===== src/rtl/assert_macros.svh =====
// Assertion macros shared by the round-robin completion time RTL.
`ifndef ASSERT_MACROS_SVH
`define ASSERT_MACROS_SVH

// Property must hold at every clock edge outside reset.
`define RRCT_ASSERT(name, clk, rst, prop, msg) \
   name: assert property (@(posedge clk) disable iff (rst) (prop)) else $error(msg);

// Antecedent in one cycle implies consequent in the next.
`define RRCT_ASSERT_NEXT(name, clk, rst, ante, cons, msg) \
   name: assert property (@(posedge clk) disable iff (rst) (ante) |=> (cons)) else $error(msg);

`endif


===== src/rtl/rrct_pkg.sv =====
// Types, constants and control word layout for the round-robin completion time block.
`timescale 1ns / 1ps
package rrct_pkg;

   localparam int MAX_PROCS    = 16;
   localparam int TIME_BITS    = 16;
   localparam int IDX_BITS     = (MAX_PROCS > 1) ? $clog2(MAX_PROCS) : 1;
   localparam int CNT_BITS     = $clog2(MAX_PROCS + 1);
   localparam int QUANTUM_BITS = 16;
   localparam int CT_BITS      = 20;
   localparam int DIFF_BITS    = 21;
   localparam int JOB_NUM_BITS = 5;
   localparam logic [QUANTUM_BITS-1:0] QUANTUM_RESET = QUANTUM_BITS'(4);

   // Microprogram addresses.
   typedef enum logic [2:0] {
      STEP_IDLE,
      STEP_INIT,
      STEP_SWEEP,
      STEP_SERVE,
      STEP_CHECK,
      STEP_EMIT,
      STEP_DONE
   } step_type;

   typedef enum logic [2:0] {
      DP_NONE,
      DP_LOAD,
      DP_INIT,
      DP_SWEEP,
      DP_SERVE,
      DP_EMIT,
      DP_FINISH
   } dp_op_type;

   typedef enum logic [1:0] {
      IDX_HOLD,
      IDX_CLEAR,
      IDX_INC
   } idx_op_type;

   typedef enum logic [1:0] {
      COND_ALWAYS,
      COND_REQ_LAST,
      COND_IDX_LAST,
      COND_PENDING
   } cond_type;

   typedef struct packed {
      dp_op_type  dp_op;
      idx_op_type idx_op;
      cond_type   cond;
      logic       wait_out;  // freeze step until the result register is free
      logic       stay;      // on false condition: 1 = repeat step, 0 = fall through
      step_type   target;
   } ctrl_word_type;

   typedef struct packed {
      logic accept_last;
      logic idx_last;
      logic pending;
      logic out_free;
   } status_type;

endpackage


===== src/rtl/rrct_ucode_rom.sv =====
// Microprogram table: one control word per sequencer step.
`timescale 1ns / 1ps
module rrct_ucode_rom (
   input  rrct_pkg::step_type      addr,
   output rrct_pkg::ctrl_word_type word
);
   import rrct_pkg::*;

   always_comb begin
      case (addr)
         STEP_IDLE:  word = '{DP_LOAD,   IDX_CLEAR, COND_REQ_LAST, 1'b0, 1'b1, STEP_INIT};
         STEP_INIT:  word = '{DP_INIT,   IDX_INC,   COND_IDX_LAST, 1'b0, 1'b1, STEP_SWEEP};
         STEP_SWEEP: word = '{DP_SWEEP,  IDX_CLEAR, COND_ALWAYS,   1'b0, 1'b0, STEP_SERVE};
         STEP_SERVE: word = '{DP_SERVE,  IDX_INC,   COND_IDX_LAST, 1'b0, 1'b1, STEP_CHECK};
         STEP_CHECK: word = '{DP_NONE,   IDX_CLEAR, COND_PENDING,  1'b0, 1'b0, STEP_SWEEP};
         STEP_EMIT:  word = '{DP_EMIT,   IDX_INC,   COND_IDX_LAST, 1'b1, 1'b1, STEP_DONE};
         STEP_DONE:  word = '{DP_FINISH, IDX_CLEAR, COND_ALWAYS,   1'b0, 1'b0, STEP_IDLE};
         default:    word = '{DP_NONE,   IDX_CLEAR, COND_ALWAYS,   1'b0, 1'b0, STEP_IDLE};
      endcase
   end

endmodule


===== src/rtl/rrct_sequencer.sv =====
// Step counter with conditional jumps driven by the microprogram table.
`timescale 1ns / 1ps
`include "assert_macros.svh"
module rrct_sequencer (
   input  logic                    clock,
   input  logic                    reset,
   input  rrct_pkg::ctrl_word_type ctrl,
   input  rrct_pkg::status_type    status,
   output rrct_pkg::step_type      upc
);
   import rrct_pkg::*;

   step_type upc_ff;
   step_type upc_in;
   logic     cond_true;
   logic     frozen;

   always_comb begin
      case (ctrl.cond)
         COND_ALWAYS:   cond_true = 1'b1;
         COND_REQ_LAST: cond_true = status.accept_last;
         COND_IDX_LAST: cond_true = status.idx_last;
         COND_PENDING:  cond_true = status.pending;
         default:       cond_true = 1'b1;
      endcase
   end

   assign frozen = ctrl.wait_out && !status.out_free;

   always_comb begin
      if (frozen) begin
         upc_in = upc_ff;
      end else if (cond_true) begin
         upc_in = ctrl.target;
      end else if (ctrl.stay) begin
         upc_in = upc_ff;
      end else begin
         upc_in = step_type'(upc_ff + 3'd1);
      end
   end

   always_ff @(posedge clock) begin
      if (reset) begin
         upc_ff <= STEP_IDLE;
      end else begin
         upc_ff <= upc_in;
      end
   end

   assign upc = upc_ff;

   `RRCT_ASSERT_NEXT(a_done_to_idle, clock, reset, upc_ff == STEP_DONE, upc_ff == STEP_IDLE, "batch end must return to idle")
   `RRCT_ASSERT_NEXT(a_emit_holds, clock, reset, (upc_ff == STEP_EMIT) && !status.out_free, upc_ff == STEP_EMIT, "emit step advanced while result slot busy")

endmodule


===== src/rtl/rrct_datapath.sv =====
// Job stores, time accumulator, quantum register and result register.
`timescale 1ns / 1ps
`include "assert_macros.svh"
module rrct_datapath (
   input  logic                                clock,
   input  logic                                reset,
   input  rrct_pkg::ctrl_word_type             ctrl,
   output rrct_pkg::status_type                status,
   input  logic                                csr_wr_en,
   input  logic [rrct_pkg::QUANTUM_BITS-1:0]   csr_wr_data,
   input  logic                                req_valid,
   output logic                                req_stall,
   input  logic [rrct_pkg::TIME_BITS-1:0]      req_arrival_time,
   input  logic [rrct_pkg::TIME_BITS-1:0]      req_burst_time,
   input  logic                                req_last,
   output logic                                rsp_valid,
   input  logic                                rsp_stall,
   output logic [rrct_pkg::JOB_NUM_BITS-1:0]   rsp_job_number,
   output logic [rrct_pkg::CT_BITS-1:0]        rsp_completion_time,
   output logic signed [rrct_pkg::DIFF_BITS-1:0] rsp_turnaround_time,
   output logic signed [rrct_pkg::DIFF_BITS-1:0] rsp_waiting_time,
   output logic                                rsp_overflow,
   output logic                                rsp_last_result
);
   import rrct_pkg::*;

   // job stores, undefined until written
   logic [TIME_BITS-1:0] arrival_ff    [MAX_PROCS];
   logic [TIME_BITS-1:0] burst_ff      [MAX_PROCS];
   logic [TIME_BITS-1:0] remaining_ff  [MAX_PROCS];
   logic [CT_BITS-1:0]   completion_ff [MAX_PROCS];

   logic [CNT_BITS-1:0]     count_ff,    count_in;
   logic [IDX_BITS-1:0]     idx_ff,      idx_in;
   logic [CT_BITS-1:0]      time_ff,     time_in;
   logic                    pending_ff,  pending_in;
   logic                    overflow_ff, overflow_in;
   logic [QUANTUM_BITS-1:0] quantum_ff,  quantum_in;
   logic                    rsp_valid_ff, rsp_valid_in;

   logic [JOB_NUM_BITS-1:0] rsp_job_ff;
   logic [CT_BITS-1:0]      rsp_comp_ff;
   logic [DIFF_BITS-1:0]    rsp_ta_ff;
   logic [DIFF_BITS-1:0]    rsp_wt_ff;
   logic                    rsp_ovf_ff;
   logic                    rsp_last_ff;

   logic                    accept;
   logic                    has_room;
   logic                    out_free;
   logic                    step_en;
   logic                    idx_last;
   logic [TIME_BITS-1:0]    rem_rd;
   logic [TIME_BITS-1:0]    q_eff;
   logic                    over_q;
   logic [TIME_BITS-1:0]    slice;
   logic [CT_BITS-1:0]      time_sum;
   logic                    load_wr;
   logic                    rem_wr;
   logic                    comp_wr;
   logic [TIME_BITS-1:0]    rem_in;
   logic [CT_BITS-1:0]      comp_in;
   logic [DIFF_BITS-1:0]    ta_calc;
   logic [DIFF_BITS-1:0]    wt_calc;

   assign req_stall = reset || (ctrl.dp_op != DP_LOAD);
   assign accept    = req_valid && !req_stall;
   assign has_room  = count_ff < CNT_BITS'(MAX_PROCS);
   assign out_free  = !rsp_valid_ff || !rsp_stall;
   assign step_en   = !(ctrl.wait_out && !out_free);
   assign idx_last  = CNT_BITS'(idx_ff) == (count_ff - CNT_BITS'(1));

   assign status = '{accept_last: accept && req_last,
                     idx_last:    idx_last,
                     pending:     pending_ff,
                     out_free:    out_free};

   // one round-robin turn: slice is min(remaining, quantum)
   assign rem_rd   = remaining_ff[idx_ff];
   assign q_eff    = (quantum_ff == '0) ? TIME_BITS'(1) : TIME_BITS'(quantum_ff);
   assign over_q   = rem_rd > q_eff;
   assign slice    = over_q ? q_eff : rem_rd;
   assign time_sum = time_ff + CT_BITS'(slice);

   assign ta_calc = DIFF_BITS'(completion_ff[idx_ff]) - DIFF_BITS'(arrival_ff[idx_ff]);
   assign wt_calc = ta_calc - DIFF_BITS'(burst_ff[idx_ff]);

   always_comb begin
      count_in     = count_ff;
      time_in      = time_ff;
      pending_in   = pending_ff;
      overflow_in  = overflow_ff;
      quantum_in   = csr_wr_en ? csr_wr_data : quantum_ff;
      rsp_valid_in = rsp_valid_ff && rsp_stall;
      load_wr      = 1'b0;
      rem_wr       = 1'b0;
      comp_wr      = 1'b0;
      rem_in       = burst_ff[idx_ff];
      comp_in      = '0;

      case (ctrl.dp_op)
         DP_LOAD: begin
            if (accept) begin
               if (has_room) begin
                  load_wr  = 1'b1;
                  count_in = count_ff + CNT_BITS'(1);
               end else begin
                  overflow_in = 1'b1;
               end
            end
         end
         DP_INIT: begin
            rem_wr  = 1'b1;
            comp_wr = 1'b1;
            time_in = '0;
         end
         DP_SWEEP: begin
            pending_in = 1'b0;
         end
         DP_SERVE: begin
            if (rem_rd != '0) begin
               pending_in = 1'b1;
               time_in    = time_sum;
               rem_wr     = 1'b1;
               rem_in     = rem_rd - slice;
               comp_wr    = !over_q;
               comp_in    = time_sum;
            end
         end
         DP_EMIT: begin
            if (step_en) begin
               rsp_valid_in = 1'b1;
            end
         end
         DP_FINISH: begin
            count_in    = '0;
            time_in     = '0;
            overflow_in = 1'b0;
         end
         default: begin
         end
      endcase
   end

   always_comb begin
      if (!step_en) begin
         idx_in = idx_ff;
      end else begin
         case (ctrl.idx_op)
            IDX_HOLD:  idx_in = idx_ff;
            IDX_CLEAR: idx_in = '0;
            IDX_INC:   idx_in = idx_ff + IDX_BITS'(1);
            default:   idx_in = idx_ff;
         endcase
      end
   end

   always_ff @(posedge clock) begin
      if (reset) begin
         count_ff     <= '0;
         idx_ff       <= '0;
         time_ff      <= '0;
         pending_ff   <= 1'b0;
         overflow_ff  <= 1'b0;
         quantum_ff   <= QUANTUM_RESET;
         rsp_valid_ff <= 1'b0;
      end else begin
         count_ff     <= count_in;
         idx_ff       <= idx_in;
         time_ff      <= time_in;
         pending_ff   <= pending_in;
         overflow_ff  <= overflow_in;
         quantum_ff   <= quantum_in;
         rsp_valid_ff <= rsp_valid_in;
      end
   end

   always_ff @(posedge clock) begin
      if (load_wr) begin
         arrival_ff[count_ff[IDX_BITS-1:0]] <= req_arrival_time;
         burst_ff[count_ff[IDX_BITS-1:0]]   <= req_burst_time;
      end
      if (rem_wr) begin
         remaining_ff[idx_ff] <= rem_in;
      end
      if (comp_wr) begin
         completion_ff[idx_ff] <= comp_in;
      end
   end

   always_ff @(posedge clock) begin
      if ((ctrl.dp_op == DP_EMIT) && step_en) begin
         rsp_job_ff  <= JOB_NUM_BITS'(idx_ff) + JOB_NUM_BITS'(1);
         rsp_comp_ff <= completion_ff[idx_ff];
         rsp_ta_ff   <= ta_calc;
         rsp_wt_ff   <= wt_calc;
         rsp_ovf_ff  <= overflow_ff;
         rsp_last_ff <= idx_last;
      end
   end

   assign rsp_valid           = rsp_valid_ff;
   assign rsp_job_number      = rsp_job_ff;
   assign rsp_completion_time = rsp_comp_ff;
   assign rsp_turnaround_time = $signed(rsp_ta_ff);
   assign rsp_waiting_time    = $signed(rsp_wt_ff);
   assign rsp_overflow        = rsp_ovf_ff;
   assign rsp_last_result     = rsp_last_ff;

   `RRCT_ASSERT(a_count_bound, clock, reset, count_ff <= CNT_BITS'(MAX_PROCS), "job count beyond capacity")
   `RRCT_ASSERT(a_serve_nonempty, clock, reset, (ctrl.dp_op != DP_SERVE) || (count_ff != '0), "schedule running on an empty batch")

endmodule


===== src/rtl/round_robin_completion_times.sv =====
// Top level of the round-robin completion time block.
`timescale 1ns / 1ps
// Usage:
//   Jobs enter on the req_ channel (valid/stall), one request per job, in load
//   order. A request is taken in the cycle it is offered while the block is
//   loading. Up to MAX_PROCS jobs are held; later jobs of the same batch are
//   dropped and the batch's results carry the overflow flag. The request with
//   req_last set closes the batch and starts the schedule; req_stall stays high
//   until the done step, which follows the emit of its last result, closes the batch.
//   After the closing request the block sets up each stored job, then serves R
//   rounds (R = largest ceil(burst / quantum) plus one empty round), one job
//   turn at a time in the datapath's single adder, then emits results and closes.
//   Results leave on the rsp_ channel, one per stored job in load order, the
//   final one marked by rsp_last_result. rsp_stall freezes the emit step; the
//   result register holds its payload while stalled. The quantum is written
//   through csr_wr_en / csr_wr_data; the user must write it only while idle,
//   as the block does not enforce this. Zero acts as one. Reset (synchronous)
//   empties the batch, sets quantum to 4 and drops any pending result; job
//   stores are not cleared.
module round_robin_completion_times (
   input  logic                                  clock,
   input  logic                                  reset,
   input  logic                                  csr_wr_en,
   input  logic [rrct_pkg::QUANTUM_BITS-1:0]     csr_wr_data,
   input  logic                                  req_valid,
   output logic                                  req_stall,
   input  logic [rrct_pkg::TIME_BITS-1:0]        req_arrival_time,
   input  logic [rrct_pkg::TIME_BITS-1:0]        req_burst_time,
   input  logic                                  req_last,
   output logic                                  rsp_valid,
   input  logic                                  rsp_stall,
   output logic [rrct_pkg::JOB_NUM_BITS-1:0]     rsp_job_number,
   output logic [rrct_pkg::CT_BITS-1:0]          rsp_completion_time,
   output logic signed [rrct_pkg::DIFF_BITS-1:0] rsp_turnaround_time,
   output logic signed [rrct_pkg::DIFF_BITS-1:0] rsp_waiting_time,
   output logic                                  rsp_overflow,
   output logic                                  rsp_last_result
);
   import rrct_pkg::*;

   step_type      upc;     // current microprogram step
   ctrl_word_type ctrl;    // control word for this step
   status_type    status;  // datapath flags for branching

   rrct_sequencer u_seq (
      .clock  (clock),
      .reset  (reset),
      .ctrl   (ctrl),
      .status (status),
      .upc    (upc)
   );

   // Program: idle/load -> init -> (sweep -> serve* -> check)+ -> emit* -> done
   rrct_ucode_rom u_rom (
      .addr (upc),
      .word (ctrl)
   );

   rrct_datapath u_dp (
      .clock               (clock),
      .reset               (reset),
      .ctrl                (ctrl),
      .status              (status),
      .csr_wr_en           (csr_wr_en),
      .csr_wr_data         (csr_wr_data),
      .req_valid           (req_valid),
      .req_stall           (req_stall),
      .req_arrival_time    (req_arrival_time),
      .req_burst_time      (req_burst_time),
      .req_last            (req_last),
      .rsp_valid           (rsp_valid),
      .rsp_stall           (rsp_stall),
      .rsp_job_number      (rsp_job_number),
      .rsp_completion_time (rsp_completion_time),
      .rsp_turnaround_time (rsp_turnaround_time),
      .rsp_waiting_time    (rsp_waiting_time),
      .rsp_overflow        (rsp_overflow),
      .rsp_last_result     (rsp_last_result)
   );

endmodule


===== config.mk =====
export PLATFORM = sky130hd
export DESIGN_NAME = round_robin_completion_times
export DESIGN_NICKNAME = d
export VERILOG_FILES = /design/src/rtl/rrct_pkg.sv /design/src/rtl/rrct_ucode_rom.sv /design/src/rtl/rrct_sequencer.sv /design/src/rtl/rrct_datapath.sv /design/src/rtl/round_robin_completion_times.sv
export VERILOG_INCLUDE_DIRS = /design/src /design/src/rtl
export SDC_FILE = /design/constraint.sdc
export NUM_CORES = 1
export LEC_CHECK = 0
export ABC_AREA = 1
export ABC_CLOCK_PERIOD_IN_PS = 5360
export BUFFER_PORTS_ARGS = -buffer_cell sky130_fd_sc_hd__clkbuf_2
export CAP_MARGIN = 20
export CORE_ASPECT_RATIO = 1.2
export CORE_MARGIN = 1.5
export CORE_UTILIZATION = 40
export DETAILED_ROUTE_END_ITERATION = 8
export PLACE_DENSITY = 0.63
export SLEW_MARGIN = 15
export SYNTH_ARGS = -nofsm -noshare
export SYNTH_HDL_FRONTEND = slang
export SYNTH_SLANG_ARGS = --single-unit

===== constraint.sdc =====
create_clock -name clock -period 5.36 [get_ports clock]
set_clock_uncertainty 0.05 [all_clocks]
set_input_delay 0 -clock clock [delete_from_list [all_inputs] [get_ports clock]]
set_output_delay 0 -clock clock [all_outputs]
set_load 0.02 [all_outputs]

==> flow_results.org, run 1 <==
** Floorplan
- Number of standard-cell rows in the floorplan :: 143
- Area enclosed by the die boundary :: 130000 µm²
- Pin placement for this block handled 125 I/O pins.
- The floorplan step set the die height to 394 µm.
- X dimension of the die :: 329 µm
- The region available for standard cell placement spans 126000 µm².
- The initial utilization of the core area, before any placement, comes to 40.3%.

** Setup path
- The worst setup path is launched from a register.
- Endpoint type of the worst setup path :: register
- Worst stage delay on the critical path :: 0.45 ns
- For the worst setup path, the data arrival time is 5.77 ns.
- Of all nets on the critical path, the largest fanout is 28.
- FF-to-FF setup slack :: 0.15 ns
- For the worst setup path, the data required time is 5.93 ns.
- Worst Path Class, Setup :: register to register
- Critical Path Slowest Stage Cell :: sky130_fd_sc_hd__fa_1
- By instance count, the cell type seen most on the critical path is sky130_fd_sc_hd__nand2_1.

** Clocking
- After clock tree synthesis, the clock-pin slew on the worst setup and hold paths is 0.06 ns.
- The H-tree generated during clock tree synthesis spans 3 levels.
- In this run the clock root is driven by a sky130_fd_sc_hd__clkbuf_16.
- Clock latency at the later pin of the worst-skew pair :: 0.76 ns
- Num CTS Buffers :: 117
- TritonCTS built the clock tree.
- Clock Sinks :: 1212
- Clock tree buffer depth :: 3

** Timing
- Top achievable clock speed :: 192 MHz
- Post-route setup slack :: 0.154 ns
- Max transition margin :: 25.3%
- Total count of max-transition violations in the final report :: 0
- The final number of hold-violating endpoints was 0.
- Tightest Pin Transition :: 1.12 ns
- Counting I/O delays and the setup requirement, the final critical path takes 5.21 ns.
- Unrepaired setup endpoints after global routing :: yes
- Part of the cycle the worst path needs :: 97.1%
- Final setup viols :: 0

** Final layout
- Final layout net count :: 4578
- Compared with the post-synthesis result, the final layout area differs by 18.1%.
- The top cell types in the final layout, fill and taps aside, are 1157 x sky130_fd_sc_hd__edfxtp_1, 570 x sky130_fd_sc_hd__nor2_1, 534 x sky130_fd_sc_hd__o21ai_0.
- After routing the design area is 60200 µm².
- Of the cells placed in the final design, the portion with a size suffix greater than 1 is 15.2%.
- Registers take 35900 µm².
- The multi-input combinational cells in the finished layout cover a total of 13600 µm².
- At the end of the flow the core is filled with cells to 47.6%.
- Fill cells in the final layout number 11000.
- Most common cell after layout, fill and taps aside :: sky130_fd_sc_hd__edfxtp_1

** Synth
- The netlist uses 53 different library cells.
- Synth async-reset ratio :: 0%
- In the synthesized netlist the dominant register cell turns out to be sky130_fd_sc_hd__edfxtp_1.
- The share of the Yosys chip area taken by registers is 70.3%.
- The number of nets handed over by synthesis was 4240.
- Synthesis produced 4092 cells.
- Cell Area, Synth :: 51000 µm²
- The synthesized design contains 1212 register bits.
- For this run, the number of Yosys warnings is 0.
- Avg Cell Area, Syn :: 12.5 µm²
- In this run, synthesis inferred 1157 flip-flops with an integrated enable.

** Worst hold path
- Type of the most critical hold path :: primary input to register

** Place
- Input and output buffers added on the ports amount to 124.
- Placed standard-cell area :: 54900 µm²
- Final HPWL DP :: 87200 µm
- Final RePlAce weighted congestion :: 0.925
- OpenSTA, run right after detailed placement, puts the worst setup slack at -0.0512 ns.

** GRT
- Initial antenna violation count :: 9
- The first global-routing pass estimated 212000 µm of wire.
- The via count of the first global-routing pass was 32900.
- Across every metal layer, demand over resource in global routing totals 22.0%.
- Largest net degree at the start of global routing :: 110
- GRT Residual Overflow :: 0

** Detailed routing
- Post-route ant nets :: 0
- The final layout contains routed wiring with a total length of 148000 µm.
- The pre-antenna-repair detailed-routing pass consisted of 5 iterations.
- Dividing the detail-routed via count by the number of cells gives 5.66.
- In this run, the number of DRC markers left after iteration 0 of detailed routing was 4034.
- Across all layers, the routed design uses 35100 vias.
- After detailed routing, the number of remaining DRC violations is 0.
- Wire length per cell after detailed routing :: 23.9 µm

** Power
- Ratio of total power to cell area :: 428 nW/µm²
- Maximum resistive drop on vdd :: 0.310 mV
- Leak pwr :: 0.0212 µW

** Job
- Max-cap violations in this run came to 0.

** Run status
- The flow ran to the end, and the final reports show no timing, DRC or antenna violations.
==> repair_timing <==
item | CTS | global route
setup endpoints to repair | 64 | 346
pin swaps | 0 | 21
cloned | 2 | 9
resized for setup | 10 | 62
setup buffers | 0 | 19
hold endpoints to repair | 544 | 0
hold buffers | 79 | 0
==> state kept, by name, indices dropped and copies added (netlist names), named ones only <==
name	flops
u_dp.rsp_last_result	1
u_dp.remaining_ff	256
u_dp.overflow_ff	1
u_dp.quantum_ff	16
u_dp.pending_ff	1
u_dp.completion_ff	320
u_dp.rsp_overflow	1
u_dp.idx_ff	4
u_dp.rsp_job_number	5
u_dp.arrival_ff	256
u_dp.time_ff	20
u_dp.count_ff	5
u_seq.upc	3
u_dp.rsp_completion_time	20
u_dp.rsp_turnaround_time	21
u_dp.rsp_valid	1
u_dp.burst_ff	256
u_dp.rsp_waiting_time	21
==> report_power, final <==
part           total, µW  internal (µW)  switching (µW)
combinational       6550           2260            4290
clock               8230           4600            3620
sequential         11000          10900            90.2
==> final timing paths <==
path,end,depth (start not counted),startpoint
hold / removal,u_dp.burst_ff[12][5],2,req_burst_time[5]
setup reg to reg,u_dp.remaining_ff[11][10],33,register
hold reg to reg,u_dp.rsp_overflow,0,u_dp.overflow_ff
setup / recovery,u_dp.remaining_ff[11][10],33,register
==> metal layers <==
metal | vias to the layer above | wire length (µm) | part of all wire (%) | GRT usage (%)
met5 | - | 34 | 0.023 | 0
met4 | 6 | 4030 | 2.7 | 7.00
met3 | 227 | 13700 | 9.2 | 4.06
met2 | 1650 | 70300 | 47 | 35.3
met1 | 17400 | 60200 | 41 | 30.1
li1 | 15800 | - | - | -
==> worst max-delay path: cells and delay by family (launching register included) <==
| kind | cells | cell delay, ns |
|---|---|---|
| and+or+nand+nor | 16 | 1.56 |
| DFF | 1 | 0.37 |
| adders and majority gates | 3 | 0.89 |
| AOI/OAI and AO/OA | 8 | 1.19 |
| buffers and inverters | 6 | 0.97 |
==> synth_stat cells, drive strengths merged, types with 2 or more instances <==
cell    number  share of area, %
ha          90               2.2
nor2       608               4.5
nand2      401               3.0
o22ai       58              0.71
o21bai       3             0.044
o21ai      581               5.7
nor4        22              0.39
nor3         9             0.088
buf        103               1.3
a32o         2             0.039
nand4       12              0.15
a21o         7              0.10
o21a         5             0.074
dfxtp       55               2.2
or2          2             0.025
fa           4              0.16
edfxtp    1157                68
inv        191               1.4
o221ai     191               3.3
nand3b       8              0.12
xnor2       13              0.27
nand3      162               1.6
a221oi       3             0.052
a221o       12              0.24
o211ai      60              0.90
a31oi        4             0.049
a21oi      140               1.4
clkbuf     141               1.0
xor2        40              0.69
==> metrics by stage <==
step	total power (µW)	hold slack, ns	setup TNS (ns)	std cells
floorplan	14600	0.0191	0	4092
global route	26700	0.153	-7.28	6197
detailed placement	17200	0.198	-0.947	5869
CTS	25500	0.115	-0.293	6166
global placement	17200	0.191	0	5869
finish	25700	0.138	0	6199
==> cell families (layout without fill, tap and decap cells) <==
family	after synthesis	count (layout)	synth area share, %
adders and majority gates	94	94	2.37
AOI/OAI and AO/OA	1070	1070	12.7
and+or+nand+nor	1226	1226	9.90
buffers and inverters	436	871	3.72
other	0	5	0
muxes	1	1	0.0196
xor gates and xnor gates	53	53	0.955
DFF	1212	1212	70.3
==> area by class of cell <==
cell class              instances  share of cell area, %
diodes                          5                 0.0208
multi-input cells            2444                   22.7
inverters                     192                   1.31
clock buffers                 144                   5.15
repair buffers                458                   6.47
clock inverters                72                   1.22
well taps                    1667                   3.47
repair inverters                5                 0.0977
flip-flops and latches       1212                   59.6
(Power assumes the default switching activity.)
==> run 2: changes to the inputs <==
--- a/config.mk
+++ b/config.mk
@@ -13,9 +13,11 @@
 export CORE_ASPECT_RATIO = 1.2
 export CORE_MARGIN = 1.5
 export CORE_UTILIZATION = 40
+export CTS_BUF_LIST = sky130_fd_sc_hd__clkbuf_4 sky130_fd_sc_hd__clkbuf_8
 export DETAILED_ROUTE_END_ITERATION = 8
 export PLACE_DENSITY = 0.63
 export SLEW_MARGIN = 15
 export SYNTH_ARGS = -nofsm -noshare
 export SYNTH_HDL_FRONTEND = slang
+export SYNTH_HIERARCHICAL = 1
 export SYNTH_SLANG_ARGS = --single-unit
==> run 2 against run 1 <==
Via count rose by 4.6%; first-iteration DRC count rose by 0.74%; largest power group is now combinational cells; final cell count rose by 7.4%; highest routed layer unchanged; register-to-register slack improved by 0.09 ns; largest cell class unchanged; die area rose by 2.0%.
==> flow_results.org, run 2 <==
** Run status
- Outcome :: finished clean

** Final layout
- The final cell area excluding filler cells came to 60800 µm² (+1.0%).
- Final-layout fill cell count :: 11600 (+5.5%)
- Counting flops per register, the top entry is u_dp/completion_ff.
- Leaving out fill and tap cells, the most frequent cell in the layout is sky130_fd_sc_hd__edfxtp_1.
- From synthesis to final layout, the design area changed by 16.9%.
- The fraction of final layout cells sized beyond drive strength 1 was 15.2% (about the same).
- Final layout net count :: 4982 (+8.8%)
- In the layout the commonest cells are 1157 x sky130_fd_sc_hd__edfxtp_1, 708 x sky130_fd_sc_hd__nand2_1, 508 x sky130_fd_sc_hd__nor2_1.
- The area of combinational cells with multiple inputs was 14200 µm² (+4.2%).
- The number of flip-flops under the largest register name is 320 (unchanged).
- The area occupied by registers came to 35900 µm² (unchanged).
- Final design utilization :: 47.3% (-0.31 points)

** Setup path
- CP bufs+invs :: 8 (+2)
- Crit start category :: register
- Grouping stages by cell kind, the critical path spends the most delay in buffers and inverters.
- Highest net fanout along the worst path :: 31 (+11%)
- The setup slack on the worst flop-to-flop path came to 0.25 ns (+0.09 ns).
- Required time of the critical path :: 5.93 ns (about the same)
- Critical Path Slowest Stage Cell :: sky130_fd_sc_hd__dfxtp_4
- Endpoint type of the worst setup path :: register
- The critical path arrival came to 5.69 ns (-0.08 ns).
- The most numerous cell type found on the critical path is sky130_fd_sc_hd__nand3_1.
- The setup path with the least slack is of type register to register.
- The peak per-stage delay on the critical path was 0.54 ns (+0.09 ns).

** Detailed routing
- Post-route ant nets :: 0 (unchanged)
- The iteration count of the initial detailed-routing pass was 6 (+1).
- The length of routed met2 wiring was 72400 µm (+3.1%).
- Total detailed-routing wirelength :: 152000 µm (+2.7%)
- The via count was 36700 (+4.6%).
- The number of DRC violations after detailed-routing iteration 0 was 4064 (+0.74%).
- The DRC violations left was 0 (unchanged).
- The via density per instance came to 5.51 (-2.6%).
- The wire length on met3 was 12600 µm (-8.3%).
- Wire length per cell after detailed routing :: 22.9 µm (-4.4%)
- The detailed-routing wirelength on met1 was 62200 µm (+3.3%).
- Routed signal wires occupy layers up through met5.

** Timing
- The final worst hold slack came to 0.0579 ns (-0.0806 ns).
- Top achievable clock speed :: 196 MHz (+1.8%)
- The minimum setup slack in the final design came to 0.248 ns (+0.0939 ns).
- Setup repair after global routing could not meet its margin everywhere.
- The number of max-slew violations in the final report was 0 (unchanged).
- Clock period minus worst slack :: 5.11 ns (-0.0939 ns)
- Final setup viols :: 0 (unchanged)
- The part of the cycle the worst path needs came to 95.4% (-1.8 points).
- The remaining max-slew budget at the tightest pin is 31.9% (+6.6 points).
- Tightest Pin Transition :: 1.02 ns (-0.0985 ns)
- Number of hold-slack violations in the final timing report :: 0 (unchanged)

** Synth
- Largest area contributor in the synthesized netlist :: sky130_fd_sc_hd__edfxtp_1
- The summed instance area of the synthesized netlist came to 52000 µm² (+2.1%).
- Proportion of netlist area held by the largest area contributor :: 66.8% (-1.4 points)
- Avg Cell Area, Syn :: 11.7 µm² (-6.2%)
- Synthesized netlist cell count :: 4450 (+8.7%)
- In the synthesized netlist the dominant register cell turns out to be sky130_fd_sc_hd__edfxtp_1.
- Total of warnings raised by yosys :: 6 (+6)
- Library cells used by synthesis :: 46 (-13%)
- Synth async-reset ratio :: 0% (unchanged)
- Proportion of synthesized chip area in sequential cells :: 68.9% (-1.4 points)
- Most instantiated cells after synthesis :: 1157 x sky130_fd_sc_hd__edfxtp_1, 721 x sky130_fd_sc_hd__nand2_1, 540 x sky130_fd_sc_hd__nor2_1
- The register bit total from synthesis is 1212 (unchanged).
- Most frequent cell after synthesis :: sky130_fd_sc_hd__edfxtp_1
- Net Count, Synth :: 4600 (+8.5%)
- Number of flops mapped to enable cells by yosys :: 1157 (unchanged)
- By area the synthesized netlist is led by sky130_fd_sc_hd__edfxtp_1 67%, sky130_fd_sc_hd__nand2_1 5.2%, sky130_fd_sc_hd__o21ai_0 4.5%.

** Floorplan
- The width of the chip was 332 µm (+1.0%).
- Initial standard-cell utilization of the core :: 40.4% (+0.14 points)
- Number of standard-cell rows in the floorplan :: 144 (+0.70%)
- I/O pin count :: 125 (unchanged)
- The core footprint is 129000 µm² (+1.7%).
- Area enclosed by the die boundary :: 132000 µm² (+2.0%)
- The height of the die is 398 µm (+1.0%).

** Clocking
- Clock latency at the later pin of the worst-skew pair :: 0.90 ns (+0.14 ns)
- TritonCTS built the clock tree.
- Num CTS Buffers :: 188 (+61%)
- Max H-tree Level :: 4 (+1)
- The tree is rooted in a sky130_fd_sc_hd__clkbuf_8.
- Clock Sinks :: 1212 (unchanged)
- The buffer depth of the longest clock path came to 3 (unchanged).
- Register clock-pin slew on the reported worst setup and hold paths :: 0.07 ns (about the same)

** Place
- The worst slack at placement is -0.165 ns (-0.114 ns).
- The final HPWL from detailed placement was 91300 µm (+4.7%).
- Final RePlAce weighted congestion :: 0.950 (+2.6%)
- Placed standard-cell area :: 55700 µm² (+1.4%)
- Port bufs :: 124 (unchanged)

** Worst hold path
- Type of the most critical hold path :: primary input to register

** Power
- The proportion of total power due to net switching was 38.0% (+6.9 points).
- Leak pwr :: 0.0222 µW (+5.2%)
- Sequential cell fraction of total power :: 37.5% (-5.1 points)
- Net Sw Power :: 11700 µW (+46%)
- The fraction of power consumed by combinational cells was 38.1% (+13 points).
- The power per unit of standard cell area is 506 nW/µm² (+18%).
- Maximum resistive drop on vdd :: 0.565 mV (+82%)
- The clock share of power came to 24.3% (-7.7 points).
- The internal cell power was 19100 µW (+7.5%).

** GRT
- Largest net degree at the start of global routing :: 115 (+4.5%)
- Initial antenna violation count :: 11 (+2)
- The global-route wire length before repair is 221000 µm (+4.0%).
- Vias in the first global route :: 34400 (+4.4%)
- GRT Residual Overflow :: 0 (unchanged)
- Total track usage :: 22.4% (+0.39 points)

** Job
- Max-capacitance violation count :: 0 (unchanged)
run 2: worst paths after layout:
kind	startpoint	endpoint	cells after the start
max	register	u_dp/completion_ff[7][13]	29
min	req_arrival_time[8]	u_dp/arrival_ff[15][8]	2
max reg2reg	register	u_dp/completion_ff[7][13]	29
min reg2reg	u_dp/time_ff[0]	u_dp/time_ff[0]	2
run 2: final cells by class:
type,instances,area share (%)
antenna,2,0.00823
clock buffer,252,5.10
clock inverter,81,0.796
inverter,300,1.97
multi-input combinational,2687,23.4
sequential,1212,59.0
tap,1679,3.46
timing repair buffer,436,6.21
timing repair inverter,7,0.103
run 2: power by group through the flow:
stage	combinational, µW	sequential (µW)	clock, µW
2_1_floorplan	6710	11800	0
3_3_place_gp	11000	11700	0
3_5_place_dp	11000	11700	0
4_1_cts	11200	11500	7620
5_1_grt	12600	11600	8020
6_report	11700	11600	7490
run 2: per-layer routing:
metal  track usage (%)  vias to the layer above
li1                  -                    16700
met1              30.0                    18100
met2              36.5                     1573
met3              3.87                      275
met4              8.22                        8
met5                 0                        -
run 2: cell families (layout without fill, tap and decap cells):
group / count (synthesis) / in the layout / share of synthesized area, %
simple gates: 1614 / 1614 / 12.7
xor+xnor: 62 / 62 / 1.04
buf+inv: 551 / 1076 / 4.58
other cells: 0 / 2 / 0
compound gates: 915 / 915 / 10.4
flops: 1212 / 1212 / 68.9
fa+ha+maj: 96 / 96 / 2.37
run 2: what timing repair did:
| item | CTS | global route |
|---|---|---|
| cloned | 3 | 12 |
| endpoints found under the hold margin | 616 | 0 |
| pin swaps | 0 | 1 |
| setup endpoints to repair | 123 | 447 |
| resized for setup | 9 | 68 |
| setup buffers | 0 | 10 |
| hold buffers | 97 | 0 |
run 2: metrics by stage:
stage,cells,TNS (ns),total power (µW)
final,6656,0,30800
after CTS,6632,0,30400
after floorplan,4450,0,18500
after global routing,6655,-1.36,32200
after detailed placement,6199,-4.63,22800
after global placement,6199,-0.165,22700
